[src/bcc_pkg.sv]
// bcc_pkg: shared types and constants of the button click classifier
// holds mode and event codes, csr indexes and the state/config structs
// no dependencies

package bcc_pkg;

   // classifier modes
   typedef enum logic [2:0] {
      MODE_IDLE         = 3'd0,
      MODE_DEBOUNCE     = 3'd1,
      MODE_PRESSED      = 3'd2,
      MODE_WAIT_SECOND  = 3'd3,
      MODE_WAIT_RELEASE = 3'd4
   } mode_type;

   // reported events
   typedef enum logic [1:0] {
      EV_NONE   = 2'd0,
      EV_CLICK  = 2'd1,
      EV_DOUBLE = 2'd2,
      EV_LONG   = 2'd3
   } event_type;

   // csr register indexes
   localparam int unsigned CsrIdxWidth = 8;
   localparam logic [CsrIdxWidth-1:0] CSR_DEBOUNCE     = 8'd0;
   localparam logic [CsrIdxWidth-1:0] CSR_LONG_PRESS   = 8'd1;
   localparam logic [CsrIdxWidth-1:0] CSR_DOUBLE_CLICK = 8'd2;
   localparam logic [CsrIdxWidth-1:0] CSR_PRESSED_LVL  = 8'd3;

   // counter width and reset values of the registers
   localparam int unsigned TickWidth = 16;
   localparam logic [TickWidth-1:0] TICK_MAX         = 16'hFFFF;
   localparam logic [TickWidth-1:0] DEBOUNCE_RST     = 16'd20;
   localparam logic [TickWidth-1:0] LONG_PRESS_RST   = 16'd1000;
   localparam logic [TickWidth-1:0] DOUBLE_CLICK_RST = 16'd300;

   // classifier state
   typedef struct packed {
      mode_type               mode;
      logic [TickWidth-1:0]   tick_count;
      logic                   second_press;
   } state_type;

   // configuration registers
   typedef struct packed {
      logic [TickWidth-1:0] debounce_ticks;
      logic [TickWidth-1:0] long_press_ticks;
      logic [TickWidth-1:0] double_click_ticks;
      logic                 pressed_level;
   } cfg_type;

endpackage

[src/bcc_step.sv]
// bcc_step: next state and event of the classifier for one level sample
// purely combinational; uses bcc_pkg for the state, config and event types

module bcc_step (
   input  bcc_pkg::state_type  state,
   input  bcc_pkg::cfg_type    cfg,
   input  logic                pin_level,
   output bcc_pkg::state_type  state_in,
   output bcc_pkg::event_type  event_res
);

   logic                            pressed;
   logic [bcc_pkg::TickWidth-1:0]   count_up;

   assign pressed = (pin_level == cfg.pressed_level);

   // saturating count
   assign count_up = (state.tick_count != bcc_pkg::TICK_MAX) ?
                     state.tick_count + bcc_pkg::TickWidth'(1) : state.tick_count;

   // next state
   always_comb begin
      state_in = state;
      unique case (state.mode)
         bcc_pkg::MODE_IDLE: begin
            if (pressed) begin
               state_in.mode       = bcc_pkg::MODE_DEBOUNCE;
               state_in.tick_count = '0;
            end
         end
         bcc_pkg::MODE_DEBOUNCE: begin
            state_in.tick_count = count_up;
            if (count_up >= cfg.debounce_ticks) begin
               state_in.tick_count = '0;
               if (pressed) begin
                  state_in.mode = bcc_pkg::MODE_PRESSED;
               end else begin
                  state_in.mode         = bcc_pkg::MODE_IDLE;
                  state_in.second_press = 1'b0;
               end
            end
         end
         bcc_pkg::MODE_PRESSED: begin
            if (!pressed) begin
               state_in.tick_count = '0;
               if (state.second_press) begin
                  state_in.mode         = bcc_pkg::MODE_IDLE;
                  state_in.second_press = 1'b0;
               end else begin
                  state_in.mode = bcc_pkg::MODE_WAIT_SECOND;
               end
            end else begin
               state_in.tick_count = count_up;
               if (count_up >= cfg.long_press_ticks) begin
                  // a long second press drops the pending first click
                  state_in.mode         = bcc_pkg::MODE_WAIT_RELEASE;
                  state_in.second_press = 1'b0;
               end
            end
         end
         bcc_pkg::MODE_WAIT_SECOND: begin
            state_in.tick_count = count_up;
            if (pressed) begin
               state_in.mode         = bcc_pkg::MODE_DEBOUNCE;
               state_in.tick_count   = '0;
               state_in.second_press = 1'b1;
            end else if (count_up >= cfg.double_click_ticks) begin
               state_in.mode       = bcc_pkg::MODE_IDLE;
               state_in.tick_count = '0;
            end
         end
         bcc_pkg::MODE_WAIT_RELEASE: begin
            if (!pressed) begin
               state_in.mode       = bcc_pkg::MODE_IDLE;
               state_in.tick_count = '0;
            end
         end
         default: begin
            // unused mode codes fall back to idle
            state_in.mode         = bcc_pkg::MODE_IDLE;
            state_in.tick_count   = '0;
            state_in.second_press = 1'b0;
         end
      endcase
   end

   // event output
   always_comb begin
      event_res = bcc_pkg::EV_NONE;
      unique case (state.mode)
         bcc_pkg::MODE_DEBOUNCE: begin
            // bounce on a second press still reports the first click
            if (count_up >= cfg.debounce_ticks && !pressed && state.second_press) begin
               event_res = bcc_pkg::EV_CLICK;
            end
         end
         bcc_pkg::MODE_PRESSED: begin
            if (!pressed && state.second_press) begin
               event_res = bcc_pkg::EV_DOUBLE;
            end
         end
         bcc_pkg::MODE_WAIT_SECOND: begin
            if (!pressed && count_up >= cfg.double_click_ticks) begin
               event_res = bcc_pkg::EV_CLICK;
            end
         end
         bcc_pkg::MODE_WAIT_RELEASE: begin
            if (!pressed) begin
               event_res = bcc_pkg::EV_LONG;
            end
         end
         default: begin
            event_res = bcc_pkg::EV_NONE;
         end
      endcase
   end

endmodule

[src/button_click_classifier.sv]
// button_click_classifier: top level, handshakes, csr and pipeline registers
// depends on bcc_pkg and bcc_step
//
//  channel  | direction | handshake            | payload
//  req_     | in        | req_valid/req_ready  | req_pin_level (1 bit)
//  rsp_     | out       | rsp_valid/rsp_ready  | rsp_event_res (2 bit)
//  csr_     | in        | csr_valid/csr_ready  | csr_index (8 bit), csr_wdata (16 bit)
//
// one transaction per cycle sustained while rsp_ready stays high; each sample
// passes the input register, then goes through bcc_step into the result
// register. reset is synchronous and clears state, valid flags and csr
// registers to their defaults. a stalled rsp_ready holds the result
// register, and the input register fills before req_ready drops.
// csr writes are accepted every cycle; indexes beyond the list are ignored.

module button_click_classifier (
   input  logic                               clock,
   input  logic                               reset,
   input  logic                               req_valid,
   output logic                               req_ready,
   input  logic                               req_pin_level,
   output logic                               rsp_valid,
   input  logic                               rsp_ready,
   output logic [1:0]                         rsp_event_res,
   input  logic                               csr_valid,
   output logic                               csr_ready,
   input  logic [bcc_pkg::CsrIdxWidth-1:0]    csr_index,
   input  logic [bcc_pkg::TickWidth-1:0]      csr_wdata
);

   bcc_pkg::cfg_type    cfg_ff;
   bcc_pkg::state_type  state_ff;
   bcc_pkg::state_type  state_in;
   bcc_pkg::event_type  event_in;
   logic                in_valid_ff;
   logic                in_pin_ff;
   logic                rsp_valid_ff;
   bcc_pkg::event_type  rsp_event_ff;
   logic                stage_adv;
   logic                out_free;

   // pipeline flow control
   assign out_free  = !rsp_valid_ff || rsp_ready;
   assign stage_adv = in_valid_ff && out_free;
   assign req_ready = !in_valid_ff || stage_adv;
   assign csr_ready = 1'b1;

   // csr registers
   always_ff @(posedge clock) begin
      if (reset) begin
         cfg_ff.debounce_ticks     <= bcc_pkg::DEBOUNCE_RST;
         cfg_ff.long_press_ticks   <= bcc_pkg::LONG_PRESS_RST;
         cfg_ff.double_click_ticks <= bcc_pkg::DOUBLE_CLICK_RST;
         cfg_ff.pressed_level      <= 1'b0;
      end else if (csr_valid) begin
         unique case (csr_index)
            bcc_pkg::CSR_DEBOUNCE:     cfg_ff.debounce_ticks     <= csr_wdata;
            bcc_pkg::CSR_LONG_PRESS:   cfg_ff.long_press_ticks   <= csr_wdata;
            bcc_pkg::CSR_DOUBLE_CLICK: cfg_ff.double_click_ticks <= csr_wdata;
            bcc_pkg::CSR_PRESSED_LVL:  cfg_ff.pressed_level      <= csr_wdata[0];
            default: begin
            end
         endcase
      end
   end

   // input register
   always_ff @(posedge clock) begin
      if (reset) begin
         in_valid_ff <= 1'b0;
      end else if (req_ready) begin
         in_valid_ff <= req_valid;
      end
   end

   always_ff @(posedge clock) begin
      if (req_valid && req_ready) begin
         in_pin_ff <= req_pin_level;
      end
   end

   // classifier step
   bcc_step u_step (
      .state     (state_ff),
      .cfg       (cfg_ff),
      .pin_level (in_pin_ff),
      .state_in  (state_in),
      .event_res (event_in)
   );

   // classifier state
   always_ff @(posedge clock) begin
      if (reset) begin
         state_ff.mode         <= bcc_pkg::MODE_IDLE;
         state_ff.tick_count   <= '0;
         state_ff.second_press <= 1'b0;
      end else if (stage_adv) begin
         state_ff <= state_in;
      end
   end

   // result register
   always_ff @(posedge clock) begin
      if (reset) begin
         rsp_valid_ff <= 1'b0;
      end else if (out_free) begin
         rsp_valid_ff <= stage_adv;
      end
   end

   always_ff @(posedge clock) begin
      if (stage_adv) begin
         rsp_event_ff <= event_in;
      end
   end

   assign rsp_valid     = rsp_valid_ff;
   assign rsp_event_res = rsp_event_ff;

   // second press is pending only while debouncing or pressed
   a_second_press_mode: assert property (@(posedge clock) disable iff (reset)
      state_ff.second_press |->
         (state_ff.mode == bcc_pkg::MODE_DEBOUNCE || state_ff.mode == bcc_pkg::MODE_PRESSED))
      else $error("second_press set outside debounce/pressed");

   // state moves only with a transaction leaving the input register
   a_state_hold: assert property (@(posedge clock) disable iff (reset)
      !stage_adv |=> $stable(state_ff))
      else $error("classifier state changed without a transaction");

   // a new result comes only from an advancing sample
   a_rsp_source: assert property (@(posedge clock) disable iff (reset)
      $rose(rsp_valid_ff) |-> $past(stage_adv))
      else $error("result appeared without a sample");

   // a long press, reported on leaving wait-release, returns to idle with a cleared count
   a_long_source: assert property (@(posedge clock) disable iff (reset)
      stage_adv && event_in == bcc_pkg::EV_LONG |=>
         state_ff.mode == bcc_pkg::MODE_IDLE && state_ff.tick_count == '0)
      else $error("long press did not return to idle");

endmodule
[config.mk]
export PLATFORM = sky130hd
export DESIGN_NAME = button_click_classifier
export DESIGN_NICKNAME = d
export VERILOG_FILES = /design/src/bcc_pkg.sv /design/src/bcc_step.sv /design/src/button_click_classifier.sv
export SDC_FILE = /design/constraint.sdc
export NUM_CORES = 1
export LEC_CHECK = 0
export ABC_AREA = 1
export BUFFER_PORTS_ARGS = -buffer_cell sky130_fd_sc_hd__buf_2
export CORE_MARGIN = 5
export CORE_UTILIZATION = 50
export CTS_CLUSTER_SIZE = 20
export DETAILED_ROUTE_END_ITERATION = 10
export GPL_ROUTABILITY_DRIVEN = 0
export PLACE_DENSITY = 0.68
export SLEW_MARGIN = 25
export SYNTH_ARGS = -nofsm -noshare
export SYNTH_HDL_FRONTEND = slang
export SYNTH_HIERARCHICAL = 1
export SYNTH_SLANG_ARGS = --single-unit
[constraint.sdc]
create_clock -name clock -period 8.5 [get_ports clock]
set_input_delay 1.275 -clock clock [delete_from_list [all_inputs] [get_ports clock]]
set_output_delay 1.275 -clock clock [all_outputs]
set_load 0.1 [all_outputs]
# Word-level counts from Yosys, hierarchy flattened
# Index checks and enable logic that the tools add are counted.
# word_totals
word_cells,73
register_bits,74
out_inout_bits,5
inputBits,30
# classes
n_eq_ne,16
n_addsub,1
n_lt_le_gt_ge,3
n_reduce_logical,21
mux,20
bitwise,1
# ops
operator,n
$pmux 19 s5,1
$mux 19,4
$ge 16x16->1,3
$mux 20,2
$add 16x1->16 const B,1
$eq 8x2->1 const B,2
$mux 16,1
$ne 16x16->1 const B,1
$reduce_and 6->1,2
$eq 8x1->1 const B,1
$logic_not 8->1,1
$mux 2,4
$pmux 2 s4,1
$reduce_and 2->1,4
$eq 3x2->1 const B,2
$logic_and 1x1->1,6
$ne 2x1->1 const B,3
$mux 1,5
$ne 2x2->1 const B,2
$pmux 1 s4,1
$eq 3x1->1 const B,1
$eq 3x3->1 const B,1
$logic_not 1->1,3
$logic_not 3->1,1
other kinds (8),9

# Depth between registers and ports, before layout
# Gate-level depths: netlist of the first run.
# depth
depth_word,7
depth_mapped,24
ltp_nobuf,23

# Cells and area by module
# The synthesis of the first run kept the hierarchy.
# by_module_without_submodules
module,seq_area_each_um2,instances,cells_per_inst,area_per_inst_um2
button_click_classifier,1511.4,1,391,2951.6
bcc_step,0.0,1,393,2192.1

# Worst setup path after synthesis of the first run
# Ideal clock, no wire load.
# synth_path
path_kind,input to output
from,in rsp_ready
to,out req_ready
t_required_ps,7225
setup_slack_ps,5142
t_arrival_ps,2083
path_stages,2
path_buffers,0
cell_sequence,inv_1 > nand3_1
# synth_between
elab_chain_len,3
# synth_lines
item,line,source
"start, declared",button_click_classifier.sv:23,"input logic rsp_ready,"
$logic_or 1x1->1,button_click_classifier.sv:43,assign out_free = !rsp_valid_ff || rsp_ready;
$logic_and 1x1->1,button_click_classifier.sv:44,assign stage_adv = in_valid_ff && out_free;
$logic_or 1x1->1,button_click_classifier.sv:45,assign req_ready = !in_valid_ff || stage_adv;
"end, declared",button_click_classifier.sv:20,"output logic req_ready,"
# No other way between the ends.

==> results.md, run 1 <==
- Outcome: completed
- Mapped Cells: 784
- GR peak layer: met2
- DP HPWL: 8.841 mm
- WP data required: 8760 ps
- CP Capture Type: flip-flop
- Gr usage total: 0.2067
- Slew margin rel.: 0.3501
- TritonCTS buffer count: 9
- Clk sink count: 74
- CP max FO: 16
- Routed via count: 4856
- DIE AREA: 12420 um^2
- Number of global-route vias before repair: 4590
- # Max-Cap Violations: 0
- Final cell count without fillers: 940
- # rows: 37
- Yosys top cell area share: 0.2763
- Period utilisation layout: 0.3952
- Clk buf depth: 2
- Core ar.: 10180 um^2
- Endpoints failing hold: 0
- Antenna-violating nets left: 0
- Worst slew pin tran: 968.8 ps
- Comb power frac: 0.175
- CTS tree: done
- Clk pwr share: 0.380
- Post-route DRC: 0
- Post-Syn Area: 5144 um^2
- FFs w/ async S/R, synth: 0
- Setup repair bufs after CTS: 0
- Post-Route WL: 12.26 mm
- Initial DRC count: 320
- Met2 usage: 0.3313
- Die W: 111.4 um
- Most common cell in the netlist: nand2_1
- CTS Hold Bufs: 0
- Element type at the critical path start: flip-flop
- Synth Warn #: 6
- Hold crit path type: reg -> reg
- Netlist cell types: 38
- Skew final: 11.20 ps
- Fin crit period: 3359 ps
- Switch share: 0.2938
- RSZ-0062 raised after global routing: no
- Leading area contributor after synthesis: dfxtp_1
- Sequential share of the synthesized area: 0.2938
- Grt total ovfl: 0
- Post-synthesis register bit count: 74
- Met1 Track Usage GR: 0.2735
- Switching pwr: 243.3 uW
- Clk_lat worst skew: 360 ps
- Ant. Diodes: 0
- Initial antenna violation count: 0
- Power density over the cells: 149.6 nW/um^2
- Design area: 5533 um^2
- Max IR drop VDD: 0.07937 mV
- Fin util: 0.5432
- Fmax: 297.7 MHz
- Syn avg cell area: 6.561 um^2
- Root buffer cell: clkbuf_8
- Port Buffers: 33
- Die height: 111.4 um
- IO Pins: 35
- # resized after CTS: 0
- First-pass GRT wire length: 21.33 mm
- Overall power: 827.9 uW
- 1st-pass router iterations: 5
- Drt via density: 5.166
- M3 GR Usage: 0.03533
- Initial Utilization: 0.5050
- Reg clk slew, reported paths: 80 ps
- Syn Nets: 863
- Slew Limit Fails: 0
- Fillers: 1023
- Number of flops mapped to enable cells by yosys: 3
- Setup ws final: 5141 ps
- Dpl ws: 5174 ps
- Largest net degree at the start of global routing: 70
- Synth top cells by count: 188 x nand2_1, 105 x inv_1, 100 x nor2_1
- Int Pwr: 584.7 uW
- Area Overhead vs Synth: 7.565%
- Crit path DAT: 3620 ps
- Setup TNS: 0 ps
- Sequential share of power: 0.445
- Static Leak: 2.744 nW
- Final setup violation count: 0
- Top FF cell, synth: dfxtp_1
- Htree depth: 3
- Placed insts: 925
- Synth area leaders: dfxtp_1 28%, nand2_1 14%, ha_1 12%
- WL per Instance: 13.04 um
- Worst hold margin: 460.4 ps
- Final net count: 879
- Share of post-route cells with drive strength above 1: 0.1007
- Placed Area: 5308 um^2
- Crit Path Class: reg -> reg
-- critical path, cell delays in order, from the launching register on --
cell	delay [ps]
dfxtp_1	460
ha_1	220
nand3_1	130
nor2_2	150
nand2_2	90
nor2_4	170
nand2_2	90
o31ai_1	200
inv_1	150
ha_1	300
nand2_1	80
nor3_1	300
nand2_1	120
nand4_1	170
nand3_4	210
nand2_1	120
nand2_1	50
o21ai_0	160
nor2_1	70
-- cell families after synthesis --
logic type	share of synthesized area
adder cells (fa/ha/maj)	0.1192
other	0.0007290
AO/OA/AOI/OAI	0.1017
XOR/XNOR	0.01022
flip-flops	0.2938
AND/OR/NAND/NOR	0.3547
buffers and inverters	0.1197
-- cell type report --
cell class	instances	area, um^2	share of cell area
inverters	109	409.1	0.07395
flip-flops and latches	74	1511	0.2732
well taps	136	170.2	0.03076
repair buffers	37	195.2	0.03528
clock inverters	4	73.82	0.01334
clock buffers	11	151.4	0.02736
multi-input cells	569	3022	0.5461
-- power groups by stage --
stage          clock (mW)  sequential [mW]  combinational (mW)
2_1_floorplan           0            0.379               0.104
3_3_place_gp            0            0.376               0.139
3_5_place_dp            0            0.376               0.144
4_1_cts             0.323            0.368               0.144
5_1_grt             0.340            0.370               0.166
6_report            0.315            0.368               0.145
-- layer usage --
metal,up-vias,share of wire,wire [um]
met5,-,0,0
met4,0,0.021,262
met3,19,0.054,666
li1,2535,-,-
met1,2194,0.47,5799
met2,108,0.45,5531
-- layout by cell type, fill, tap and decap left out, types with 7 or more instances in the layout --
cell / instances
nand4_1: 13
buf_2: 33
a21oi_1: 59
o21ai_0: 26
dfxtp_1: 71
ha_1: 49
nor3_1: 8
nand2_1: 188
nand2_2: 7
nor2_1: 100
inv_1: 104
clkbuf_8: 11
nand3_1: 82
-- final timing paths --
path	startpoint	cells past startpoint	endpoint	slack, ps
min reg2reg	cfg_ff[3]	2	cfg_ff[3]	460
max reg2reg	state_ff[1]	18	state_ff[13]	5140
max	state_ff[1]	18	state_ff[13]	5140
min	cfg_ff[3]	2	cfg_ff[3]	460
-- state kept, by name, summed over array words and instances (netlist names) --
| register | cells |
|---|---|
| rsp_valid | 1 |
| in_pin_ff | 1 |
| rsp_event_res | 2 |
| in_valid_ff | 1 |
| cfg_ff | 49 |
| state_ff | 20 |
(Power assumes the default switching activity.)
==> run 2: changes to the inputs <==
Clock period 8.5 ns to 3.14 ns, I/O delays scaled along.
==> run 2 against run 1 <==
The flow now finishes with violations (setup timing). Sequential share of layout area is 1.9 points lower. Worst hold slack worse by 180 ps. Clock skew is 3.6 ps lower. Register-to-register slack worse by 5200 ps. Via count is 6.1% higher. Worst setup slack worse by 5200 ps. Routed wire length is 8.7% higher. Critical path depth is 1 higher. Maximum frequency is 4.0% higher. Combinational power grew to 3.2 times the previous value. Clock-buffer cell count is 1 lower. Critical path type unchanged. Largest power group unchanged. Highest routed layer unchanged.
==> results.md, run 2 (same netlist as run 1, synthesis figures left out) <==
- Outcome: finished, violations left
- Failing checks: setup timing
- Crit path DAT: 3480 ps (-140 ps)
- Initial Utilization: 0.5050 (unchanged)
- Max IR drop VDD: 0.2222 mV (+180%)
- Reg with most FFs: cfg_ff
- Crit path max-delay family: simple AND/OR/NAND/NOR gates
- Cell repeated most along the worst path: nand2_1
- Reg clk slew, reported paths: 80 ps (about the same)
- Htree depth: 3 (unchanged)
- Crit Reg-Reg Endpoint: state_ff[6]
- Power density over the cells: 369.4 nW/um^2 (+150%)
- Clk buf depth: 2 (unchanged)
- R2R depth: 19 (+1)
- Fin crit period: 3229 ps (-130.5 ps)
- Most common cell after layout, fill and taps aside: nand2_1
- Clk sink count: 74 (unchanged)
- CP max FO: 8 (-8)
- Number of global-route vias before repair: 4672 (+1.8%)
- CTS tree: done
- Fmax: 309.7 MHz (+4.0%)
- WHS Path Cells: 1 (-1)
- Reg2reg setup slack: -90 ps (-5230 ps)
- Core ar.: 10180 um^2 (unchanged)
- Period utilisation layout: 1.028 (+0.6330)
- CP Capture Type: flip-flop
- Port Buffers: 33 (unchanged)
- Grt total ovfl: 0 (unchanged)
- Endpoints failing hold: 0 (unchanged)
- Max reg flops: 49 (unchanged)
- Antenna-violating nets left: 0 (unchanged)
- Final net count: 913 (+3.9%)
- Overall power: 2.209 mW (+170%)
- First-pass GRT wire length: 21.68 mm (+1.7%)
- Hold crit path type: in -> reg
- Final cell count without fillers: 975 (+3.7%)
- Worst slew pin tran: 856.2 ps (-112.6 ps)
- IO Pins: 35 (unchanged)
- Initial DRC count: 336 (+5.0%)
- Routed via count: 5151 (+6.1%)
- Area Overhead vs Synth: 16.27%
- Largest net degree at the start of global routing: 51 (-27%)
- Post-Route WL: 13.33 mm (+8.7%)
- Slew Limit Fails: 0 (unchanged)
- Highest cell delay on the worst timing path: 370 ps (-90 ps)
- WP data required: 3390 ps (-5370 ps)
- Setup ws final: -88.55 ps (-5229 ps)
- Share of post-route cells with drive strength above 1: 0.1764 (+0.07565)
- Crit Path Class: reg -> reg
- CTS Hold Bufs: 0 (unchanged)
- Worst hold margin: 281.5 ps (-179.0 ps)
- 1st-pass router iterations: 5 (unchanged)
- Ant. Diodes: 0 (unchanged)
- # rows: 37 (unchanged)
- Initial antenna violation count: 0 (unchanged)
- Post-route DRC: 0 (unchanged)
- Die W: 111.4 um (unchanged)
- Drt via density: 5.283 (+2.3%)
- WHS Endpoint: in_pin_ff
- WL per Instance: 13.67 um (+4.8%)
- DP HPWL: 9.387 mm (+6.2%)
- Worst path bufs/invs: 2 (+1)
- Root buffer cell: clkbuf_8
- Worst flop-to-flop path startpoint: state_ff[2]
- Gr usage total: 0.2075 (+0.0008225)
- Clk_lat worst skew: 360 ps (about the same)
- Element type at the critical path start: flip-flop
- Placed insts: 948 (+2.5%)
- RSZ-0062 raised after global routing: yes
- DIE AREA: 12420 um^2 (unchanged)
- Final setup violation count: 8 (+8)
- HP Start: req_pin_level
- Worst path cell trace: ha_4 -> nand3_4 -> nor2_4 -> nand2_4 -> nor2_4 -> nand2_2 -> o31ai_1 -> inv_1 -> ha_1 -> nand2_1 -> nor3_2 -> nand2_1 -> nand4_1 -> buf_4 -> nand3_4 -> nand2_1 -> nand2_1 -> o21ai_1 -> nor2_1
- Slew margin rel.: 0.4284 (+0.07824)
- Die height: 111.4 um (unchanged)
- TritonCTS buffer count: 9 (unchanged)
- Static Leak: 2.962 nW (+7.9%)
- Skew final: 7.553 ps (-3.649 ps)
- # Max-Cap Violations: 0 (unchanged)
- Critical-path top delay cell: dfxtp_4
- Most frequent cells in the layout: 179 x nand2_1, 105 x inv_1, 97 x nor2_1
- Fillers: 966 (-5.6%)
==> run 2: changes by cell type in the layout (fill, tap and decap cells not counted), sizes merged <==
cell	change
buf	+33
clkinvlp	+1
inv	+1
clkbuf	-1
nand3	+1
clkinv	+1
bufinv	-1
==> run 2: worst register-to-register path: stages (launching register included) <==
cell     delay (ps)
dfxtp_4         370
ha_4            150
nand3_4          90
nor2_4          160
nand2_4          70
nor2_4          160
nand2_2          90
o31ai_1         260
inv_1           180
ha_1            350
nand2_1          90
nor3_2          200
nand2_1          90
nand4_1         190
buf_4           170
nand3_4         150
nand2_1         110
nand2_1          60
o21ai_1         130
nor2_1           50
==> run 2: timing repair <==
item / CTS / global route
buffers inserted: 0 / 10
resized for setup: 0 / 52
setup endpoints to repair: 0 / 20
==> run 2: power by group <==
group          internal [mW]  switching (mW)  total [mW]
clock                  0.369           0.379       0.748
combinational          0.169           0.301       0.470
sequential             0.967          0.0248       0.992
total                   1.51           0.704        2.21
==> run 2: worst max-delay path by stage <==
stage                start  cells after the start           end
3_5_place_dp   state_ff[2]                     19   state_ff[3]
5_1_grt        state_ff[2]                     20   state_ff[1]
6_report       state_ff[2]                     19   state_ff[6]
2_1_floorplan  state_ff[1]                     21  state_ff[14]
4_1_cts        state_ff[2]                     18   state_ff[3]
3_3_place_gp   state_ff[1]                     18   state_ff[2]
==> run 2: final cells by class <==
type,instances,area [um^2],area share
Clock buffer,10,127.6,0.02134
Clock inverter,6,65.06,0.01088
Inverter,109,409.1,0.06841
Multi-Input combinational cell,570,3239,0.5416
Sequential cell,74,1519,0.2540
Tap cell,136,170.2,0.02845
Timing Repair Buffer,70,450.4,0.07531
==> run 2: routing by layer <==
metal | wire (um) | track usage | vias up | part of all wire
met3 | 786 | 0.03696 | 30 | 0.059
met2 | 6177 | 0.3361 | 155 | 0.46
met5 | 0 | 0 | - | 0
met1 | 5993 | 0.2778 | 2352 | 0.45
met4 | 369 | 0.07543 | 0 | 0.028
li1 | - | - | 2614 | -
==> run 2: stage by stage <==
stage | setup TNS, ps | area, um^2 | setup slack (ps) | util
floorplan | 0 | 5144 | 205.1 | -
global placement | 0 | 5480 | 120.6 | 0.5381
detailed placement | 0 | 5480 | 42.71 | 0.5381
CTS | 0 | 5673 | 21.58 | 0.5570
global route | -3561 | 5981 | -273.6 | 0.5872
finish | -512.1 | 5981 | -88.55 | 0.5872
